==> src/design/imuct_pkg.sv <==
package imuct_pkg;

  localparam int AngleFracBits = 16;
  localparam int CordicSteps   = 16;
  localparam int StepW         = $clog2(CordicSteps);

  typedef struct packed {
    logic signed [15:0] accel_x;
    logic signed [15:0] accel_y;
    logic signed [15:0] accel_z;
    logic signed [15:0] gyro_x;
    logic signed [15:0] gyro_y;
  } imu_in_t;

  typedef struct packed {
    logic signed [15:0] pitch_deg;
    logic signed [15:0] roll_deg;
  } imu_out_t;

  typedef enum logic [1:0] {
    RegGyroScale  = 2'd0,
    RegTimeStep   = 2'd1,
    RegBlendWeight = 2'd2
  } reg_idx_e;

  typedef enum logic [3:0] {
    StIdle, StRate, StInc, StSum, StPrep, StCordic, StBlendMul, StBlendAdd, StNext, StOut
  } state_e;

  typedef struct packed {
    logic   load;
    logic   axis;
    state_e op;
  } dp_cmd_t;

  typedef struct packed {
    logic cordic_done;
  } dp_sts_t;

  // atan(2^-i) in degrees, Q.32
  function automatic logic [37:0] atan_lut(input logic [StepW-1:0] i);
    logic [37:0] t [0:23];
    t[0]  = 38'd193273528320; t[1]  = 38'd114096026023; t[2]  = 38'd60285206654;
    t[3]  = 38'd30601712202;  t[4]  = 38'd15360239180;  t[5]  = 38'd7687607525;
    t[6]  = 38'd3844741809;   t[7]  = 38'd1922488225;   t[8]  = 38'd961258779;
    t[9]  = 38'd480631223;    t[10] = 38'd240315841;    t[11] = 38'd120157949;
    t[12] = 38'd60078978;     t[13] = 38'd30039489;     t[14] = 38'd15019744;
    t[15] = 38'd7509872;      t[16] = 38'd3754936;      t[17] = 38'd1877468;
    t[18] = 38'd938734;       t[19] = 38'd469367;       t[20] = 38'd234683;
    t[21] = 38'd117341;       t[22] = 38'd58670;        t[23] = 38'd29335;
    return t[i];
  endfunction

endpackage

==> src/design/imuct_ctrl.sv <==
module imuct_ctrl import imuct_pkg::*; (
  input  logic    clk_i,
  input  logic    rst_ni,
  input  logic    in_valid_i,
  output logic    in_ready_o,
  output logic    out_valid_o,
  input  logic    out_ready_i,
  input  dp_sts_t sts_i,
  output dp_cmd_t cmd_o
);
  state_e state_q, state_d;
  logic   axis_q, axis_d;

  always_ff @(posedge clk_i or negedge rst_ni) begin
    if (!rst_ni) begin
      state_q <= StIdle;
      axis_q  <= 1'b0;
    end else begin
      state_q <= state_d;
      axis_q  <= axis_d;
    end
  end

  always_comb begin
    state_d     = state_q;
    axis_d      = axis_q;
    in_ready_o  = 1'b0;
    out_valid_o = 1'b0;
    cmd_o.load = 1'b0;
    cmd_o.axis = axis_q;
    cmd_o.op   = state_q;
    case (state_q)
      StIdle: begin
        in_ready_o = 1'b1;
        if (in_valid_i) begin
          cmd_o.load = 1'b1;
          axis_d  = 1'b0;
          state_d = StRate;
        end
      end
      StRate:     state_d = StInc;
      StInc:      state_d = StSum;
      StSum:      state_d = StPrep;
      StPrep:     state_d = StCordic;
      StCordic:   if (sts_i.cordic_done) state_d = StBlendMul;
      StBlendMul: state_d = StBlendAdd;
      StBlendAdd: state_d = StNext;
      StNext: begin
        if (axis_q) state_d = StOut;
        else begin
          axis_d  = 1'b1;
          state_d = StPrep;
        end
      end
      StOut: begin
        out_valid_o = 1'b1;
        if (out_ready_i) state_d = StIdle;
      end
      default: state_d = StIdle;
    endcase
  end
endmodule

==> config.mk <==
export PLATFORM = sky130hd
export DESIGN_NAME = imuct_ctrl
export DESIGN_NICKNAME = d
export VERILOG_FILES = /design/src/design/imuct_pkg.sv /design/src/design/imuct_ctrl.sv
export SDC_FILE = /design/constraint.sdc
export NUM_CORES = 1
export LEC_CHECK = 0
export BUFFER_PORTS_ARGS = -buffer_cell sky130_fd_sc_hd__buf_4
export CELL_PAD_IN_SITES_DETAIL_PLACEMENT = 0
export CELL_PAD_IN_SITES_GLOBAL_PLACEMENT = 1
export CORE_AREA = 2 2 39 41
export DETAILED_ROUTE_END_ITERATION = 8
export DIE_AREA = 0 0 41 43
export PLACE_DENSITY_LB_ADDON = 0.05
export REMOVE_ABC_BUFFERS = 1
export SETUP_SLACK_MARGIN = 0.5
export SYNTH_ARGS = -nofsm -noshare
export SYNTH_HDL_FRONTEND = slang
export SYNTH_SLANG_ARGS = --single-unit
==> constraint.sdc <==
create_clock -name clk_i -period 1.45 [get_ports clk_i]
set_input_delay 0.0725 -clock clk_i [delete_from_list [all_inputs] [get_ports clk_i]]
set_output_delay 0.0725 -clock clk_i [all_outputs]
set_load 0.02 [all_outputs]
# After elaboration in Yosys (flattened, before gate mapping)
# Cells that the tools add are included.
[totals]
elab_cells = 29
mem_bits_rw = 0
latch_bits = 0
register_bits = 5
output_inout_bits = 8
mem_bits_ro = 0
memories = 0
[classes]
n_shift = 0
n_lt_le_gt_ge = 0
eq_ne = 12
bitwise_logic = 0
n_mux = 11
n_div = 0
n_addsub = 0
reduce_logical = 4
multipliers = 0
[op_table]
columns = ["op", "count"]
rows = [
  ["4-bit case mux with 10 select lines", 1],
  ["4-bit by 3-bit == test with 1-bit output, second input constant", 4],
  ["4-bit two-way mux", 4],
  ["4-bit by 2-bit == test with 1-bit output, second input constant", 2],
  ["4-bit == test, second input constant", 2],
  ["2-bit != test, second input constant", 3],
  ["1-bit two-way mux", 5],
  ["4-bit by 1-bit == test with 1-bit output, second input constant", 1],
  ["4-bit logical NOT", 1],
  ["3-bit AND reduction", 1],
  ["1-bit case mux with 2 select lines", 1],
  ["2-bit AND reduction", 1],
  ["2-bit nonzero test", 1],
]

# Longest topological paths before layout
[logic_depth]
ltp_word = 3
depth_mapped = 4
depth_no_buf = 3

# Worst setup path before layout
# No wires, ideal clock.
[synth_timing]
path_type = "flip-flop to output port"
startpoint = "register state_q[0]"
endpoint = "output port cmd_o[5] in the netlist's numbering"
slack_ns = -0.088
n_path_buf = 1
t_required_ns = 1.378
t_arrival_ns = 1.466
stages_incl_launch_ff = 4
cell_sequence = "dfrtp_1 > buf_6 > nor4_2 > and2_1"
[synth_lines]
columns = ["item", "line", "source"]
rows = [
  ["start: declaration", "imuct_ctrl.sv:11", "state_e state_q, state_d;"],
  ["start signal: assignment", "imuct_ctrl.sv:16", "state_q <= StIdle;"],
  ["start signal: assignment", "imuct_ctrl.sv:19", "state_q <= state_d;"],
  ["end: declaration", "imuct_ctrl.sv:9", "output dp_cmd_t cmd_o"],
]

==> results.py <==
metrics = {
    "synth": {
        "synth-seq-cells": 5,
        "yosys-top-cells-area": "dfrtp_1 38%, buf_6 6.9%, nor3b_1 4.6%",
        "synth_common_cells": "5 x dfrtp_1, 3 x nor2_1",
        "synth_top_family_by_area": "simple AND/OR/NAND/NOR gates",
        "synth_area_sq_um": 328,
        "synth-seq-area-share": 0.382,
        "yosysWarnings": 0,
        "synth_compound_area_frac": 0.164,
        "post-synth-top-count-cell": "dfrtp_1",
        "synth.distinct_cells": 23,
        "syn_avg_cell_area_sq_um": 9.64,
        "synth-simple-area-share": 0.290,
        "synth_top_area_cell": "dfrtp_1",
        "muxShareOfSynthArea": 0.0344,
        "synth_xor_area_frac": 0.0267,
        "synth_fa_ha_area_frac": 0,
        "yosysTopAreaCellShare": 0.382,
        "syn-instance-count": 34,
        "synth_edf_count": 0,
        "async_flop_share": 1.00,
        "synth_flop_cell": "dfrtp_1",
    },
    "final_layout": {
        "nets": 72,
        "antenna_cells": 0,
        "nFillCells": 131,
        "drive_above_1_share": 0.758,
        "area_delta_synth_final_pct": 113,
    },
    "clocking": {
        "clk_pin_slew_ps": 40,
        "clk_latency_ps": 240,
        "cts_htree_levels": 1,
        "clk_path_buf_depth": 2,
        "cts_tree": "yes",
        "numCtsBuffers": 3,
        "cts.sinks": 5,
        "root_buffer": "clkbuf_4",
    },
    "run_status": {
        "outcome": "complete, no violations",
    },
    "global_routing": {
        "grt_busiest_layer": "met2",
        "grt_pass1_wl_mm": 1.75,
        "grt_max_degree": 6,
        "antenna_found_initial": 0,
        "overflow": 0,
        "met2_usage": 0.228,
        "grt_pass1_vias": 401,
        "grt_use_met3": 0.0628,
        "use_met1": 0.179,
        "grt_usage": 0.153,
    },
    "detailed_routing": {
        "antenna_left": 0,
        "wire_per_inst_um": 14.1,
        "drc": 0,
        "drt_wl_total_mm": 1.16,
        "viasPerCell": 4.82,
        "routed-via-count": 395,
        "dr.pass1.iters": 4,
        "drtIter0Drc": 14,
    },
    "timing": {
        "finalCriticalPeriod_ps": 1330,
        "tightest_slew_ps": 227,
        "hold_viol_final": 0,
        "max_freq_mhz": 750,
        "setup_ws_ps": 116,
        "whs_ps": 164,
        "skew_ps": 2.34,
        "relSlewSlack": 0.846,
        "setup_viol": 0,
        "finalCritPeriodShare": 0.920,
        "drv_slew": 0,
        "rsz0062_at_grt": "true",
    },
    "worst_setup_path": {
        "crit_arrival_ps": 1260,
        "worstPathMaxFanout": 5,
        "worst_setup_path_end_kind": "output pin",
        "critPathLaunchType": "flip-flop",
        "r2r_slack_ps": 190,
        "critical_path_class": "reg2out",
        "worstPathRequired_ps": 1380,
    },
    "die": {
        "core_area_sq_um": 1380,
        "die_w_um": 41,
        "io_pins": 13,
        "design.die.area_sq_um": 1760,
        "start_util": 0.237,
        "num_rows": 14,
        "dieHeight_um": 43,
    },
    "pwr": {
        "p_leak_uw": 0.000312,
        "combPwrFrac": 0.712,
        "pwr-share-clk": 0.092,
        "power.density_nw_per_um2": 2510,
        "seqPwrFrac": 0.196,
        "cellInternalPower_uw": 1060,
        "swShare": 0.397,
        "ir_worst_vdd_uv": 865,
        "p_sw_uw": 696,
    },
    "min_path": {
        "worstHoldPathType": "in2reg",
    },
    "placed_design": {
        "dp.final_hpwl_um": 618,
        "io_buffers": 12,
        "place_ws_ps": 279,
        "place.gp.congestion": 0.740,
    },
    "flow_run": {
        "drv_cap": 0,
    },
}
## placed cells by master (no fill, tap or decap), drive strengths merged, types with 2 or more instances in the layout
cell type  Yosys  routed
buf            3      30
nor3b          2       2
and2           2       2
dfrtp          5       5
nor2           3       3
nor2b          2       2
o21ai          2       2
clkbuf         0       4
## final timing paths
path / start / end / cells past startpoint
max: state_q[1] / cmd_o[5] / 3
min reg2reg: axis_q / axis_q / 1
max reg2reg: state_q[2] / state_q[0] / 5
min in group asynchronous: rst_ni / axis_q / 2
min: out_ready_i / state_q[3] / 4
max in group asynchronous: rst_ni / state_q[3] / 2
## area by class of cell
type	count	area [sq um]	area share
Sequential cell	5	130	0.186
Multi-Input combinational cell	25	234	0.335
Tap cell	16	20.0	0.0287
Clock buffer	4	26.3	0.0376
Timing Repair Buffer	31	284	0.407
Inverter	1	3.75	0.00538
## power groups by stage
stage	combinational (uW)	sequential, uW	clock (uW)
floorplan	287	401	0
global placement	551	363	0
detailed placement	546	361	0
global route	1330	350	181
CTS	1030	330	165
finish	1250	345	161
## repair_timing
| item | in CTS | in global routing |
|---|---|---|
| setup endpoints to repair | 12 | 13 |
| gates resized for setup | 22 | 9 |
| hold buffers | 1 | 0 |
| buffers inserted | 12 | 6 |
| hold endpoints to repair | 5 | 0 |
| pin swaps | 4 | 6 |
## sequential cells by signal (all words and copies together) (netlist names)
register	flops
axis_q	1
state_q	4
## kinds of logic (layout without fill, tap and decap cells)
family	count (synthesis)	in the layout
flops	5	5
simple gates	15	15
xor+xnor	1	1
mux	1	1
buf+inv	4	36
compound gates	8	8
## routing by layer
layer | routed length (um) | vias up | share of wire
li1 | - | 185 | -
met1 | 491 | 194 | 0.43
met2 | 585 | 16 | 0.51
met3 | 78 | 0 | 0.068
met4 | 0 | 0 | 0
met5 | 0 | - | 0
## critical path, stage by stage, from the launching register on
cell	delay, ps
dfrtp_2	460
nor4_4	280
and2_1	160
buf_4	130
## per-stage QoR
stage | instances | TNS (ps) | total power, uW | cell area (sq um) | util
finish | 82 | 0 | 1760 | 698 | 0.505
global route | 82 | 0 | 1860 | 698 | 0.505
CTS | 76 | 0 | 1530 | 618 | 0.447
detailed placement | 59 | 0 | 906 | 408 | 0.295
global placement | 59 | 0 | 914 | 408 | 0.295
floorplan | 31 | -42.8 | 688 | 298 | -
Note: power is estimated with default switching activity, not from simulation.
